File: src/design/psd_pkg.sv
// Shared constants, types and codes for the packet audio shift decoder.
package psd_pkg;

  localparam int PAIRS_PER_PACKET = 1024;
  localparam int TOTAL_SAMPLES    = 2 * PAIRS_PER_PACKET;
  localparam int SD_W             = $clog2(TOTAL_SAMPLES + 1);

  localparam logic [7:0] ESCAPE_CODE = 8'h80;

  localparam int Q_DEPTH = 4;
  localparam int Q_AW    = $clog2(Q_DEPTH);
  localparam int Q_CW    = $clog2(Q_DEPTH + 1);

  typedef enum logic [1:0] {
    HDR_LEN_HI,
    HDR_LEN_LO,
    HDR_BODY
  } hdr_t;

  typedef enum logic [1:0] {
    PH_SHIFT,
    PH_CODE,
    PH_ESC_HI,
    PH_ESC_LO
  } phase_t;

  typedef struct packed {
    logic       raw;
    logic [7:0] code;
    logic [7:0] esc_high;
    logic [3:0] shift;
    logic       right;
    logic       last;
  } op_t;

endpackage

File: src/design/psd_front.sv
// Front end: parses packet headers and body bytes, emits one decode op per sample.
module psd_front (
  input  logic          clk,
  input  logic          rst_n,
  input  logic          in_valid,
  output logic          in_stall,
  input  logic [7:0]    in_data_byte,
  input  logic          q_full,
  output logic          op_push,
  output psd_pkg::op_t  op
);

  psd_pkg::hdr_t            hdr_r, hdr_nxt;
  psd_pkg::phase_t          phase_r, phase_nxt;
  logic [7:0]               len_hi_r, len_hi_nxt;
  logic [15:0]              rem_r, rem_nxt;
  logic [3:0]               lsh_r, lsh_nxt;
  logic [3:0]               rsh_r, rsh_nxt;
  logic [7:0]               esc_r, esc_nxt;
  logic [psd_pkg::SD_W-1:0] sd_r, sd_nxt;

  logic                     accept;
  logic                     body_beat;
  logic                     sample_slot;
  logic                     have;
  logic                     pkt_end;
  logic [15:0]              rem_dec;
  logic [15:0]              new_len;
  logic [psd_pkg::SD_W-1:0] sd_inc;

  assign in_stall = q_full;
  assign accept   = in_valid && !q_full;

  // classify the beat
  always_comb begin
    rem_dec     = rem_r - 16'd1;
    new_len     = {len_hi_r, in_data_byte};
    sd_inc      = sd_r + {{(psd_pkg::SD_W-1){1'b0}}, 1'b1};
    body_beat   = accept && (hdr_r == psd_pkg::HDR_BODY);
    sample_slot = (phase_r != psd_pkg::PH_SHIFT) &&
                  (sd_r < psd_pkg::SD_W'(psd_pkg::TOTAL_SAMPLES));
    have        = body_beat && sample_slot &&
                  (((phase_r == psd_pkg::PH_CODE) && (in_data_byte != psd_pkg::ESCAPE_CODE)) ||
                   (phase_r == psd_pkg::PH_ESC_LO));
    pkt_end     = body_beat && (rem_dec == 16'd0);
  end

  // next state
  always_comb begin
    hdr_nxt    = hdr_r;
    phase_nxt  = phase_r;
    len_hi_nxt = len_hi_r;
    rem_nxt    = rem_r;
    lsh_nxt    = lsh_r;
    rsh_nxt    = rsh_r;
    esc_nxt    = esc_r;
    sd_nxt     = sd_r;
    if (accept) begin
      unique case (hdr_r)
        psd_pkg::HDR_LEN_HI: begin
          len_hi_nxt = in_data_byte;
          hdr_nxt    = psd_pkg::HDR_LEN_LO;
        end
        psd_pkg::HDR_LEN_LO: begin
          rem_nxt   = new_len;
          phase_nxt = psd_pkg::PH_SHIFT;
          sd_nxt    = '0;
          // empty body: packet is over already
          hdr_nxt   = (new_len == 16'd0) ? psd_pkg::HDR_LEN_HI : psd_pkg::HDR_BODY;
        end
        psd_pkg::HDR_BODY: begin
          rem_nxt = rem_dec;
          if (phase_r == psd_pkg::PH_SHIFT) begin
            lsh_nxt   = in_data_byte[7:4];
            rsh_nxt   = in_data_byte[3:0];
            phase_nxt = psd_pkg::PH_CODE;
          end else if (sample_slot) begin
            unique case (phase_r)
              psd_pkg::PH_CODE: begin
                if (in_data_byte == psd_pkg::ESCAPE_CODE) begin
                  phase_nxt = psd_pkg::PH_ESC_HI;
                end
              end
              psd_pkg::PH_ESC_HI: begin
                esc_nxt   = in_data_byte;
                phase_nxt = psd_pkg::PH_ESC_LO;
              end
              psd_pkg::PH_ESC_LO: begin
                phase_nxt = psd_pkg::PH_CODE;
              end
              psd_pkg::PH_SHIFT: begin
                phase_nxt = phase_r;
              end
            endcase
          end
          if (have) begin
            sd_nxt = sd_inc;
          end
          // body exhausted: drop any partial escape, restart on a new length
          if (pkt_end) begin
            hdr_nxt   = psd_pkg::HDR_LEN_HI;
            phase_nxt = psd_pkg::PH_SHIFT;
            sd_nxt    = '0;
          end
        end
        default: begin
          hdr_nxt = psd_pkg::HDR_LEN_HI;
        end
      endcase
    end
  end

  // op to the back end
  always_comb begin
    op_push     = have;
    op.raw      = (phase_r == psd_pkg::PH_ESC_LO);
    op.code     = in_data_byte;
    op.esc_high = esc_r;
    op.shift    = sd_r[0] ? rsh_r : lsh_r;
    op.right    = sd_r[0];
    op.last     = (sd_inc == psd_pkg::SD_W'(psd_pkg::TOTAL_SAMPLES)) || pkt_end;
  end

  always_ff @(posedge clk) begin
    if (!rst_n) begin
      hdr_r    <= psd_pkg::HDR_LEN_HI;
      phase_r  <= psd_pkg::PH_SHIFT;
      len_hi_r <= '0;
      rem_r    <= '0;
      lsh_r    <= '0;
      rsh_r    <= '0;
      esc_r    <= '0;
      sd_r     <= '0;
    end else begin
      hdr_r    <= hdr_nxt;
      phase_r  <= phase_nxt;
      len_hi_r <= len_hi_nxt;
      rem_r    <= rem_nxt;
      lsh_r    <= lsh_nxt;
      rsh_r    <= rsh_nxt;
      esc_r    <= esc_nxt;
      sd_r     <= sd_nxt;
    end
  end

endmodule

File: src/design/psd_queue.sv
// Small op queue between the front and back ends.
module psd_queue (
  input  logic          clk,
  input  logic          rst_n,
  input  logic          push,
  input  psd_pkg::op_t  push_op,
  input  logic          pop,
  output psd_pkg::op_t  head_op,
  output logic          empty,
  output logic          full
);

  psd_pkg::op_t             mem [psd_pkg::Q_DEPTH];
  logic [psd_pkg::Q_AW-1:0] wr_ptr_r, wr_ptr_nxt;
  logic [psd_pkg::Q_AW-1:0] rd_ptr_r, rd_ptr_nxt;
  logic [psd_pkg::Q_CW-1:0] count_r, count_nxt;
  logic                     do_push;
  logic                     do_pop;

  assign empty   = (count_r == '0);
  assign full    = (count_r == psd_pkg::Q_CW'(psd_pkg::Q_DEPTH));
  assign head_op = mem[rd_ptr_r];
  assign do_push = push && !full;
  assign do_pop  = pop && !empty;

  always_comb begin
    wr_ptr_nxt = do_push ? wr_ptr_r + {{(psd_pkg::Q_AW-1){1'b0}}, 1'b1} : wr_ptr_r;
    rd_ptr_nxt = do_pop  ? rd_ptr_r + {{(psd_pkg::Q_AW-1){1'b0}}, 1'b1} : rd_ptr_r;
    count_nxt  = count_r;
    if (do_push && !do_pop) begin
      count_nxt = count_r + {{(psd_pkg::Q_CW-1){1'b0}}, 1'b1};
    end else if (do_pop && !do_push) begin
      count_nxt = count_r - {{(psd_pkg::Q_CW-1){1'b0}}, 1'b1};
    end
  end

  always_ff @(posedge clk) begin
    if (do_push) begin
      mem[wr_ptr_r] <= push_op;
    end
  end

  always_ff @(posedge clk) begin
    if (!rst_n) begin
      wr_ptr_r <= '0;
      rd_ptr_r <= '0;
      count_r  <= '0;
    end else begin
      wr_ptr_r <= wr_ptr_nxt;
      rd_ptr_r <= rd_ptr_nxt;
      count_r  <= count_nxt;
    end
  end

endmodule

File: src/design/psd_back.sv
// Back end: turns decode ops into samples and holds the output register.
module psd_back (
  input  logic          clk,
  input  logic          rst_n,
  input  logic          q_empty,
  input  psd_pkg::op_t  head_op,
  output logic          q_pop,
  output logic          out_valid,
  input  logic          out_stall,
  output logic [15:0]   out_sample,
  output logic          out_right_channel,
  output logic          out_last_of_packet
);

  logic        out_valid_r, out_valid_nxt;
  logic [15:0] sample_r;
  logic        right_r;
  logic        last_r;
  logic [15:0] code_ext;
  logic [15:0] value;

  assign q_pop = !q_empty && (!out_valid_r || !out_stall);

  always_comb begin
    code_ext = {{8{head_op.code[7]}}, head_op.code};
    value    = head_op.raw ? {head_op.esc_high, head_op.code} : (code_ext << head_op.shift);
    if (q_pop) begin
      out_valid_nxt = 1'b1;
    end else if (!out_stall) begin
      out_valid_nxt = 1'b0;
    end else begin
      out_valid_nxt = out_valid_r;
    end
  end

  always_ff @(posedge clk) begin
    if (!rst_n) begin
      out_valid_r <= 1'b0;
    end else begin
      out_valid_r <= out_valid_nxt;
    end
  end

  // load the beat only when the slot is free or being taken
  always_ff @(posedge clk) begin
    if (q_pop) begin
      sample_r <= value;
      right_r  <= head_op.right;
      last_r   <= head_op.last;
    end
  end

  assign out_valid          = out_valid_r;
  assign out_sample         = sample_r;
  assign out_right_channel  = right_r;
  assign out_last_of_packet = last_r;

endmodule

File: src/design/packet_audio_shift_decoder.sv
// Top level of the packet audio shift decoder.
// Input channel: one packet stream byte per beat (in_valid / in_stall / in_data_byte).
// Each packet is a 2-byte big-endian body length, a shift byte (left nibble high,
// right nibble low), then left/right codes; 0x80 escapes a raw big-endian sample.
// Output channel: one decoded 16-bit sample per beat, with its channel and a flag
// on the last sample of the packet (out_valid / out_stall / out_*).
// Throughput: one byte per cycle sustained while the op queue is not full; header,
// shift and escape-prefix bytes produce no sample. The byte completing a sample is
// written into the op queue at the edge that accepts it, then into the output
// register, which raises out_valid for the beat.
// The front end parses bytes into decode ops, a 4-entry op queue decouples it
// from the back end, which forms the sample and holds it in the output register.
// A stalled receiver holds the output beat; the queue then fills and in_stall
// rises once it is full, never combinationally from out_stall.
// Reset (rst_n low, synchronous) empties the queue and output register and
// returns the parser to expect a new packet length.
module packet_audio_shift_decoder (
  input  logic               clk,
  input  logic               rst_n,
  input  logic               in_valid,
  output logic               in_stall,
  input  logic [7:0]         in_data_byte,
  output logic               out_valid,
  input  logic               out_stall,
  output logic signed [15:0] out_sample,
  output logic               out_right_channel,
  output logic               out_last_of_packet
);

  psd_pkg::op_t push_op;
  psd_pkg::op_t head_op;
  logic         op_push;
  logic         q_pop;
  logic         q_empty;
  logic         q_full;
  logic [15:0]  sample;

  psd_front u_front (
    .clk          (clk),
    .rst_n        (rst_n),
    .in_valid     (in_valid),
    .in_stall     (in_stall),
    .in_data_byte (in_data_byte),
    .q_full       (q_full),
    .op_push      (op_push),
    .op           (push_op)
  );

  psd_queue u_queue (
    .clk     (clk),
    .rst_n   (rst_n),
    .push    (op_push),
    .push_op (push_op),
    .pop     (q_pop),
    .head_op (head_op),
    .empty   (q_empty),
    .full    (q_full)
  );

  psd_back u_back (
    .clk                (clk),
    .rst_n              (rst_n),
    .q_empty            (q_empty),
    .head_op            (head_op),
    .q_pop              (q_pop),
    .out_valid          (out_valid),
    .out_stall          (out_stall),
    .out_sample         (sample),
    .out_right_channel  (out_right_channel),
    .out_last_of_packet (out_last_of_packet)
  );

  assign out_sample = $signed(sample);

endmodule

File: config.mk
export PLATFORM = sky130hd
export DESIGN_NAME = packet_audio_shift_decoder
export DESIGN_NICKNAME = d
export VERILOG_FILES = /design/src/design/psd_pkg.sv /design/src/design/psd_front.sv /design/src/design/psd_queue.sv /design/src/design/psd_back.sv /design/src/design/packet_audio_shift_decoder.sv
export SDC_FILE = /design/constraint.sdc
export NUM_CORES = 1
export LEC_CHECK = 0
export BUFFER_PORTS_ARGS = -buffer_cell sky130_fd_sc_hd__buf_2
export CAP_MARGIN = 10
export CORE_MARGIN = 2
export CORE_UTILIZATION = 55
export CTS_CLUSTER_DIAMETER = 30
export DETAILED_ROUTE_END_ITERATION = 8
export HOLD_SLACK_MARGIN = 0.05
export PLACE_DENSITY_LB_ADDON = 0.15
export SYNTH_ARGS = -nofsm -noshare
export SYNTH_HDL_FRONTEND = slang
export SYNTH_SLANG_ARGS = --single-unit
export TNS_END_PERCENT = 10
File: constraint.sdc
create_clock -name clk -period 3 [get_ports clk]
set_clock_uncertainty 0.15 [all_clocks]
set_input_delay 0.6 -clock clk [delete_from_list [all_inputs] [get_ports clk]]
set_output_delay 0.6 -clock clk [all_outputs]
set_load 0.005 [all_outputs]
### Word level (Yosys, flattened, before mapping)

Memories as Yosys holds them, arrays and structs flattened. A register that Yosys moved wholly into a read port is not among the register bits.
Index checks and enable logic that the tools add are counted.

* add/sub/neg operators: 6
* order comparisons: 1
* equality and inequality tests: 14
* shift-type cells: 1
* muxes and demuxes: 23
* bitwise operators: 1
* reduce and logical (&&, ||, !) cells: 36

Operators by type and width (count)
* $logic_not 16->1: 2
* $pmux 16 s2: 1
* $mux 12: 2
* $pmux 12 s2: 1
* $mux 16: 1
* $mux 2: 8
* $shl 16x4->16: 1
* $sub 16x1->16 const B: 1
* $add 12x1->12 const B: 1
* $eq 12x12->1 const B: 1
* $logic_and 1x1->1: 12
* $lt 12x12->1 const B: 1
* $pmux 2 s3: 2
* $eq 8x8->1 const B: 1
* $ne 8x8->1 const B: 1
* $eq 2x2->1 const B: 3
* $logic_not 1->1: 6
* $mux 3: 2
* $reduce_and 2->1: 3
* $reduce_and 3->1: 2
* $reduce_bool 2->1: 3
* $ne 5x4->1 const B: 1
* $reduce_and 5->1: 1
* $add 2x1->2 const B: 2
* 15 further kinds: 23

* bits in registers: 82
* bits in writable memories: 92
* input port bits: 12
* word-level logic and storage cells: 98
* memories: 1

Memory list
* u_queue.mem: words 4, width 23, rd ports 1, clocked after Yosys merged registers in 1, write ports 1, line psd_queue.sv:13 `psd_pkg::op_t mem [psd_pkg::Q_DEPTH];`

### Depth between registers and ports, before layout

Gate-level depths: netlist of run 1.

* depth in word-level cells: 11
* depth in mapped cells: 13
* gate-level depth less buffers: 12

### Cells and area by module

Synthesis of run 1 repeated with hierarchy kept, for this count alone.

* cells, all modules: 695
* area total of the unflattened synthesis: 8406.8 um^2

By module, submodules not included
* psd_queue: instances 1, cells each 168, area each 3831.2 um^2, seq. area each 2942.8 um^2
* psd_front: instances 1, cells each 415, area each 3319.4 um^2, seq. area each 1121.1 um^2
* psd_back: instances 1, cells each 112, area each 1256.2 um^2, seq. area each 560.5 um^2

### Worst setup path after synthesis of run 1

No wires, ideal clock.

* kind: input -> register
* start point: input port in_valid
* end point: register u_queue.count_r[2] (netlist name)
* data arrival time: 2.808 ns
* data required time: 2.779 ns
* path slack: -0.029 ns
* cell stages on the path: 12
* buffers on the path: 2
* cell sequence: buf_2 > nand2_1 > nor4_4 > o21ai_4 > inv_1 > buf_4 > ha_1 > inv_1 > fa_1 > xor2_1 > or3_1 > a21oi_1

* cells in the longest elaborated chain, start to end: 8
* elaborated cells on any way between the ends: 10

RTL lines
* start, declared: line packet_audio_shift_decoder.sv:20 `input logic in_valid,`
* $logic_and 1x1->1 *: line psd_front.sv:32 `assign accept = in_valid && !q_full;`
* $logic_and 1x1->1 *: line psd_front.sv:39 `body_beat = accept && (hdr_r == psd_pkg::HDR_BODY);`
* $logic_and 1x1->1 * (2 in series): line psd_front.sv:42 `have = body_beat && sample_slot &&`
* $logic_and 1x1->1 *: line psd_queue.sv:23 `assign do_push = push && !full;`
* named net u_queue.do_push: line psd_queue.sv:17 `logic do_push;`
* $logic_not 1->1: line psd_queue.sv:32 `end else if (do_pop && !do_push) begin`
* $logic_and 1x1->1: line psd_queue.sv:32
* $reduce_bool 2->1 (no source line)
* end signal, assigned: line psd_queue.sv:51 `count_r <= count_nxt;`
* end, declared: line psd_queue.sv:16 `logic [psd_pkg::Q_CW-1:0] count_r, count_nxt;`

The timed path passes the listed nets; every way through them passes the cells marked *.
A chain may end at the register's enable or synchronous reset.

### Final worst setup path of run 1

* start point: register u_front.rem_r[1]
* end point: register u_front.phase_r[0]

* cells in the longest elaborated chain, start to end: 5
* elaborated cells on any way between the ends: 8

RTL lines
* start, declared: line psd_front.sv:16 `logic [15:0] rem_r, rem_nxt;`
* start signal, assigned: line psd_front.sv:138 `rem_r <= rem_nxt;`
* $sub 16x1->16 *: line psd_front.sv:36 `rem_dec = rem_r - 16'd1;`
* $logic_not 16->1 *: line psd_front.sv:45 `pkt_end = body_beat && (rem_dec == 16'd0);`
* $logic_and 1x1->1 *: line psd_front.sv:45
* $ne 5x4->1 (no source line), or another cell as far along
* $reduce_and 4->1 (no source line) / $pmux 2 s2 (equally long branches)
* end signal, assigned: line psd_front.sv:127 `phase_r <= psd_pkg::PH_SHIFT;`
* end signal, assigned: line psd_front.sv:136 `phase_r <= phase_nxt;`
* end, declared: line psd_front.sv:14 `psd_pkg::phase_t phase_r, phase_nxt;`

Mark *: on every way between the ends. The rest lies on a longest branch, timed or not.

==> impl_results.md, run 1 <==
* Crit-path max FO at 19
* Worst Path Required at 3.20 ns
* FFs w/ async S/R, synth at 0
* Worst-Margin Slew at 0.885 ns
* Synthesized area at 0.00828 mm²
* Worst hold path stage count at 3
* Most used cell, CP: o32ai_2
* CTS Buf Count at 17
* R2R depth at 8
* Crit-path cells: inv_1 > ha_1 > or3b_2 > a21oi_2 > o32ai_2 > a41oi_4 > nand3b_1 > o32ai_2
* DRC Markers at 0
* DRT iter0 DRCs at 319
* Synth cell types at 79
* P&R area growth vs syn at 12.5%
* Synth warn at 0
* Wire per inst at 18.6 µm
* Net count after synthesis at 710
* H-tree levels at 4
* Nets at 751
* I/O pin count at 32
* Most common cell after layout, fill and taps aside: edfxtp_1
* Cts repair resizes at 0
* Number of vias per cell at 6.14
* Sink Count at 176
* Kind of cell adding the most delay to the critical path: compound AO/OA/AOI/OAI gates
* Max Slew Vio Count at 0
* Cell taking the most area after synthesis: edfxtp_1
* Reg clk slew, reported paths at 0.07 ns
* PortBufs at 31
* Final worst path period share at 0.936
* # hold bufs at CTS at 0
* DP HPWL at 11.5 mm
* Layout cells sized above 1 at 0.215
* Final setup viols at 0
* Crit end category: register
* Remaining Overflow, GRT at 0
* Largest net degree at the start of global routing at 31
* Initial antenna violation count at 0
* Die width at 127 µm
* P per Cell Area at 739 mW/mm²
* Setup crit start: u_front.rem_r[1]
* ANT cells at 0
* First-pass GRT wire length at 28.0 mm
* Worst path depth at 8
* Die footprint at 0.0161 mm²
* Clock Latency Late Sink at 0.43 ns
* Worst Setup Start Kind: register
* Post-synth EDFFs at 110
* CP peak stage delay at 0.58 ns
* Reg2reg start: u_front.rem_r[1]
* Max Clk Rate at 356 MHz
* TritonCTS clock tree: yes
* Number of global-route vias before repair at 5480
* Worst vdd ir at 452 µV
* GPL Wtd Cong at 0.884
* GRT Util Overall at 0.225
* Post-DRT Antenna Nets at 0
* Rows at 44
* Hold/Removal Path Class: input pin to register
* Final hold violations at 0
* Critical path class: register to register
* CP max-delay cell: a41oi_4
* Setup Buffers After CTS at 0
* Final hold slack at 0.289 ns
* Most frequent cells in the layout: edfxtp_1, dfxtp_1, nor2_1
* Synth top area share at 0.399
* Total Power at 6.88 mW
* Chip height at 127 µm
* TNS Setup at 0 ns
* RSZ-0062 raised after global routing: false
* Critical path buffer and inverter count at 1
* Detailed Routing Iterations Pass 1 at 5
* Leak Pwr at 3.20 nW
* Flops & latches, synth at 176
* Initial cell density of the core at 0.565
* Area contributors post-synth: edfxtp_1, dfxtp_1, mux4_2
* Tmin final at 2.81 ns
* Synth Flop Type: edfxtp_1
* WP data arrival at 3.01 ns
* Vias at 5642
* Root Buffer: clkbuf_16
* Max Root-Sink Buffers at 2
* Max Cap Violations at 0
* Post-synthesis sequential area ratio at 0.559
* Hold_sp: out_stall
* Status: finished clean
* Drt total wl at 17.1 mm
* Slew headroom at 0.402
* Syn avg cell area at 12.2 µm²
* CORE AREA at 0.0146 mm²
* Post-Syn Instances at 681
[cells by family after synthesis]
family                     share of synthesized area
buffers and inverters                         0.0370
adders and majority gates                     0.0266
DFF                                            0.559
xor gates and xnor gates                     0.00846
muxes                                          0.120
and+or+nand+nor                                0.131
AOI/OAI and AO/OA                              0.118
[where the power goes]
part           internal, mW  total (mW)  leakage (nW)  switching, mW
clock                  1.10        2.11         0.279           1.01
combinational         0.788        1.83          1.46           1.04
sequential             2.78        2.93          1.46          0.152
[layer usage]
metal	share of wire	GRT usage	vias to the layer above
met1	0.43	0.278	2803
met2	0.50	0.384	132
met5	0	0	-
li1	-	-	2670
met4	0.033	0.109	0
met3	0.033	0.0396	37
[path summary, 6_finish.rpt]
path / end / slack (ns)
setup reg to reg: u_front.phase_r[0] / 0.19
hold reg to reg: u_front.hdr_r[0] / 0.34
setup / recovery: u_front.phase_r[0] / 0.19
hold / removal: u_back.out_valid / 0.29
[layout make-up]
type | instances | area [µm²]
Fill cell | 1118 | 5330
Clock inverter | 15 | 141
Inverter | 19 | 71.3
Sequential cell | 176 | 4620
Timing Repair Buffer | 65 | 460
Clock buffer | 17 | 425
Multi-Input combinational cell | 443 | 3360
Tap cell | 184 | 230
[cells in the mapped netlist, types with 3 or more instances]
cell        n
a211oi_1    7
xor2_1      4
o21a_1      3
nand2b_1    3
a21oi_1    36
xnor2_1     4
o31ai_1     6
buf_4       3
nor2b_1     3
a311oi_1    3
mux4_1      6
o22ai_1     6
or2_2       3
nand3_1    23
o21ai_1     7
a22o_1      7
nor4_1      6
a41oi_1     3
nand4_1    10
a21oi_2     4
o41ai_1     3
buf_2      14
and2_1      6
mux4_2     16
buf_1       4
nand2_1    54
nand4b_1    3
edfxtp_1  110
and3_1      5
mux2i_1    31
inv_1      17
mux2_2     11
dfxtp_1    66
nor2_1     64
ha_1       16
o21ai_0    13
a31oi_1     8
o211ai_1    5
nor3_1     10
buf_6       6
nand3b_1    3
clkbuf_1   16
or3_1       8
[state kept, by name, summed over array words and instances (netlist names), named ones only]
signal and cells:
u_back.out_last_of_packet 1, u_back.out_right_channel 1, u_back.out_sample 16, u_back.out_valid 1, u_front.esc_r 8, u_front.hdr_r 2
u_front.len_hi_r 8, u_front.lsh_r 4, u_front.phase_r 2, u_front.rem_r 16, u_front.rsh_r 4, u_front.sd_r 12
u_queue.count_r 3, u_queue.mem 92, u_queue.rd_ptr_r 2, u_queue.wr_ptr_r 2
[metrics by stage]
step,area (µm²),setup WS (ns),util,std cells
5_1_grt,9310,0.0225,0.636,919
3_5_place_dp,8740,0.117,0.597,887
6_report,9310,0.192,0.636,919
3_3_place_gp,8740,0.200,0.597,887
2_1_floorplan,8290,0.00607,-,681
4_1_cts,9310,0.206,0.636,919
[worst register-to-register path: cells and delay by family, from the launching register on]
kind | cells | cell delay (ns)
fa+ha+maj | 1 | 0.32
flops | 1 | 0.31
buf+inv | 1 | 0.09
simple gates | 2 | 0.77
compound gates | 4 | 1.10
Power figures use the tool's default switching activity.
==> run 2: changes to the inputs <==
Settings changed: CORE_UTILIZATION 55 to 50.
==> impl_results.md, run 2 (synthesis results as in run 1) <==
* TritonCTS clock tree: yes
* Final setup viols at 0
* Max Clk Rate at 359 MHz
* GPL Wtd Cong at 0.849
* Worst vdd ir at 418 µV
* Critical path class: register to register
* Remaining Overflow, GRT at 0
* Chip height at 133 µm
* DP HPWL at 12.2 mm
* Post-DRT Antenna Nets at 0
* Final hold violations at 0
* Number of global-route vias before repair at 5361
* Sink Count at 176
* Initial antenna violation count at 0
* Die width at 133 µm
* # fillers at 1358
* Most common cell after layout, fill and taps aside: edfxtp_1
* Clock Latency Late Sink at 0.43 ns
* DRT iter0 DRCs at 303
* Worst Setup Start Kind: register
* I/O pin count at 32
* Max reg flops at 92
* Top reg by flops: u_queue.mem
* GRT Util Overall at 0.212
* Cts repair resizes at 0
* Drt total wl at 18.0 mm
* Layout cells sized above 1 at 0.216
* Leak Pwr at 3.19 nW
* ANT cells at 0
* Setup Buffers After CTS at 0
* WP data arrival at 2.73 ns
* Reg clk slew, reported paths at 0.07 ns
* CORE AREA at 0.0164 mm²
* Vias at 5568
* Crit-path max FO at 7
* Initial cell density of the core at 0.505
* Footprint of the multi-input gates at 0.00336 mm²
* Max Root-Sink Buffers at 2
* Largest net degree at the start of global routing at 31
* Root Buffer: clkbuf_16
* Hold/Removal Path Class: input pin to register
* First-pass GRT wire length at 28.7 mm
* Slew headroom at 0.361
* CTS Buf Count at 17
* Max Slew Vio Count at 0
* H-tree levels at 4
* RSZ-0062 raised after global routing: false
* P&R area growth vs syn at 13.1%
* Rows at 47
* Max Cap Violations at 0
* Final hold slack at 0.297 ns
* Worst Path Required at 2.95 ns
* PortBufs at 31
* Worst-Margin Slew at 0.947 ns
* Wire per inst at 18.8 µm
* # hold bufs at CTS at 0
* P per Cell Area at 741 mW/mm²
* DRC Markers at 0
* Status: finished clean
* Reg area at 0.00462 mm²
* Detailed Routing Iterations Pass 1 at 4
* TNS Setup at 0 ns
* Final worst path period share at 0.929
* Die footprint at 0.0176 mm²
* Most frequent cells in the layout: edfxtp_1, dfxtp_1, nor2_1
* Tmin final at 2.79 ns
* Nets at 752
* Number of vias per cell at 5.82
* Crit end category: register
==> run 2: cell types whose count changed in the layout (fill, tap and decap cells not counted), sizes merged <==
cell | previous run | this run
inv | 28 | 26
clkinv | 5 | 2
bufinv | 0 | 1
clkinvlp | 1 | 5
buf | 65 | 66
==> run 2: layout make-up <==
cell class              instances  area share
repair buffers                 66      0.0500
multi-input cells             443       0.358
clock inverters                15      0.0156
well taps                     220      0.0294
clock buffers                  17      0.0454
inverters                      19     0.00761
flip-flops and latches        176       0.494
==> run 2: critical path, stage by stage, from the launching register on <==
cell     delay, ns
dfxtp_1       0.45
ha_1          0.26
and3_1        0.24
nand4_1       0.19
o21ai_0       0.20
a31oi_1       0.10
o41ai_1       0.87
==> run 2: report_power, final <==
part	total, mW	internal, mW	switching, mW	leakage, nW
clock network	2.15	1.16	0.984	0.265
logic	1.85	0.797	1.06	1.46
registers	2.94	2.78	0.153	1.46
==> run 2: final timing paths <==
path,startpoint,end,slack [ns],cells after the start
hold reg to reg,u_front.hdr_r[0],u_front.hdr_r[0],0.34,2
hold / removal,out_stall,u_back.out_valid,0.30,3
setup reg to reg,u_front.sd_r[0],u_queue.mem[1][0],0.21,6
setup / recovery,u_front.sd_r[0],u_queue.mem[1][0],0.21,6
==> run 2: stage by stage <==
| step | setup WS, ns | std cells | utilization | power [mW] | cell area (µm²) |
|---|---|---|---|---|---|
| 2_1_floorplan | 0.00607 | 681 | - | 4.34 | 8290 |
| 3_3_place_gp | 0.157 | 924 | 0.536 | 4.82 | 8800 |
| 3_5_place_dp | 0.0824 | 924 | 0.536 | 4.85 | 8800 |
| 4_1_cts | 0.207 | 956 | 0.571 | 6.99 | 9370 |
| 5_1_grt | 0.0653 | 956 | 0.571 | 7.28 | 9370 |
| 6_report | 0.214 | 956 | 0.571 | 6.94 | 9370 |
==> run 2: metal layers <==
layer	vias up	routed length [µm]	part of all wire	GRT usage
li1	2669	-	-	-
met5	-	0	0	0
met1	2767	7770	0.43	0.265
met2	105	9100	0.51	0.359
met4	0	485	0.027	0.0878
met3	27	600	0.033	0.0441
==> run 3: changes to the inputs <==
==> constraint.sdc (replaced) <==
create_clock -name clk -period 3.5 [get_ports clk]
set_clock_uncertainty 0.15 [all_clocks]
set_input_delay 0.7 -clock clk [delete_from_list [all_inputs] [get_ports clk]]
set_output_delay 0.7 -clock clk [all_outputs]
set_load 0.1 [all_outputs]
==> impl_results.md, run 3 (synthesis results as in run 1) <==
* Layout cells sized above 1 at 0.198
* Crit end category: register
* Initial cell density of the core at 0.505
* Total Power at 6.50 mW
* Combinational power share at 0.311
* DRC Markers at 0
* Final setup viols at 0
* Placement Cell Area at 0.00864 mm²
* Worst-Margin Slew at 0.797 ns
* Max Slew Vio Count at 0
* Largest net degree at the start of global routing at 32
* Nets at 739
* Cts repair resizes at 0
* DP HPWL at 11.8 mm
* Reg2reg start: u_front.rem_r[0]
* DRT iter0 DRCs at 344
* Number of global-route vias before repair at 5419
* Top reg by flops: u_queue.mem
* Sw frac at 0.357
* Initial antenna violation count at 0
* Slew headroom at 0.462
* Worst vdd ir at 449 µV
* # hold bufs at CTS at 0
* Tmin final at 2.93 ns
* Max Cap Violations at 0
* GRT Util Overall at 0.211
* First-pass GRT wire length at 28.6 mm
* I/O pin count at 32
* H-tree levels at 4
* CP max-delay cell: a41oi_4
* CORE AREA at 0.0164 mm²
* P&R area growth vs syn at 11.7%
* Final worst path period share at 0.838
* Detailed Routing Iterations Pass 1 at 5
* Kind of cell adding the most delay to the critical path: compound AO/OA/AOI/OAI gates
* Chip height at 133 µm
* Status: finished clean
* Vias at 5506
* Crit-path cells: inv_1 > ha_1 > or3b_2 > a21oi_2 > o32ai_2 > a41oi_4 > nand3b_1 > o32ai_2
* ANT cells at 0
* R2R depth at 8
* Psw at 2.32 mW
* Number of vias per cell at 5.84
* Final hold slack at 0.335 ns
* Leak Pwr at 3.14 nW
* WP data arrival at 3.13 ns
* Clk pwr share at 0.299
* Wire per inst at 18.8 µm
* GPL Wtd Cong at 0.889
* Clock Latency Late Sink at 0.43 ns
* Reg-to-Reg End: u_front.phase_r[0]
* Worst Path Required at 3.70 ns
* Max Clk Rate at 341 MHz
* Die footprint at 0.0176 mm²
* Crit-path max FO at 19
* Root Buffer: clkbuf_16
* Final Util at 0.564
* # fillers at 1365
* PortBufs at 31
* CTS Buf Count at 17
* RSZ-0062 raised after global routing: false
* Remaining Overflow, GRT at 0
* Internal power at 4.18 mW
* Worst path depth at 8
* Die width at 133 µm
* Critical path class: register to register
* Rows at 47
* TritonCTS clock tree: yes
* Design area at 0.00925 mm²
* Max reg flops at 92
* Max Root-Sink Buffers at 2
* Worst Setup EP: u_front.phase_r[0]
* Drt total wl at 17.7 mm
* CP peak stage delay at 0.58 ns
* Post-DRT Antenna Nets at 0
* Most used cell, CP: o32ai_2
* Critical path buffer and inverter count at 1
* TNS Setup at 0 ns
* Setup Buffers After CTS at 0
* P per Cell Area at 702 mW/mm²
* Most common cell after layout, fill and taps aside: edfxtp_1
* Reg power frac at 0.390
* Hold/Removal Path Class: register to register
* Worst Setup Start Kind: register
* Reg clk slew, reported paths at 0.07 ns
* R2R Setup Slk at 0.57 ns
* Setup crit start: u_front.rem_r[0]
* Final hold violations at 0
* Sink Count at 176
* Most frequent cells in the layout: edfxtp_1, dfxtp_1, nor2_1
-- run 3: worst min path at each step --
stage	slack, ns	to	from	cells after the start
3_3_place_gp	0.31	u_front.hdr_r[0]	u_front.hdr_r[0]	2
6_report	0.34	u_back.out_valid	u_back.out_valid	2
5_1_grt	0.37	u_queue.wr_ptr_r[1]	u_queue.wr_ptr_r[1]	2
3_5_place_dp	0.33	u_back.out_valid	u_back.out_valid	2
4_1_cts	0.34	u_back.out_valid	u_back.out_valid	2
2_1_floorplan	0.30	u_front.hdr_r[0]	u_front.hdr_r[0]	2
-- run 3: layout make-up --
type	instances	area, µm²	area share
clock buffers	18	429	0.0464
clock inverters	14	178	0.0192
inverters	19	71.3	0.00771
multi-input cells	443	3350	0.362
flip-flops and latches	176	4620	0.500
well taps	220	275	0.0298
repair buffers	53	320	0.0346
-- run 3: per-layer routing --
layer | GRT usage | up-vias | wire length, µm
met1 | 0.264 | 2685 | 7520
li1 | - | 2642 | -
met5 | 0 | - | 0
met4 | 0.0777 | 0 | 338
met3 | 0.0414 | 25 | 747
met2 | 0.366 | 154 | 9130
-- run 3: stage by stage --
stage	std cells	worst slack, ns
detailed placement	911	0.467
floorplan	681	0.293
global route	943	0.411
global placement	911	0.535
CTS	943	0.586
finish	943	0.567
-- run 3: power groups by stage --
stage | sequential (mW) | combinational [mW] | clock (mW)
floorplan | 2.97 | 1.21 | 0
global placement | 2.57 | 2.00 | 0
detailed placement | 2.58 | 2.02 | 0
CTS | 2.53 | 2.03 | 1.98
global route | 2.55 | 2.18 | 2.06
finish | 2.53 | 2.02 | 1.94
-- run 3: worst register-to-register path, cell delays in order (launching register included) --
cell,delay (ns)
dfxtp_1,0.43
inv_1,0.12
ha_1,0.31
or3b_2,0.53
a21oi_2,0.17
o32ai_2,0.11
a41oi_4,0.58
nand3b_1,0.22
o32ai_2,0.23
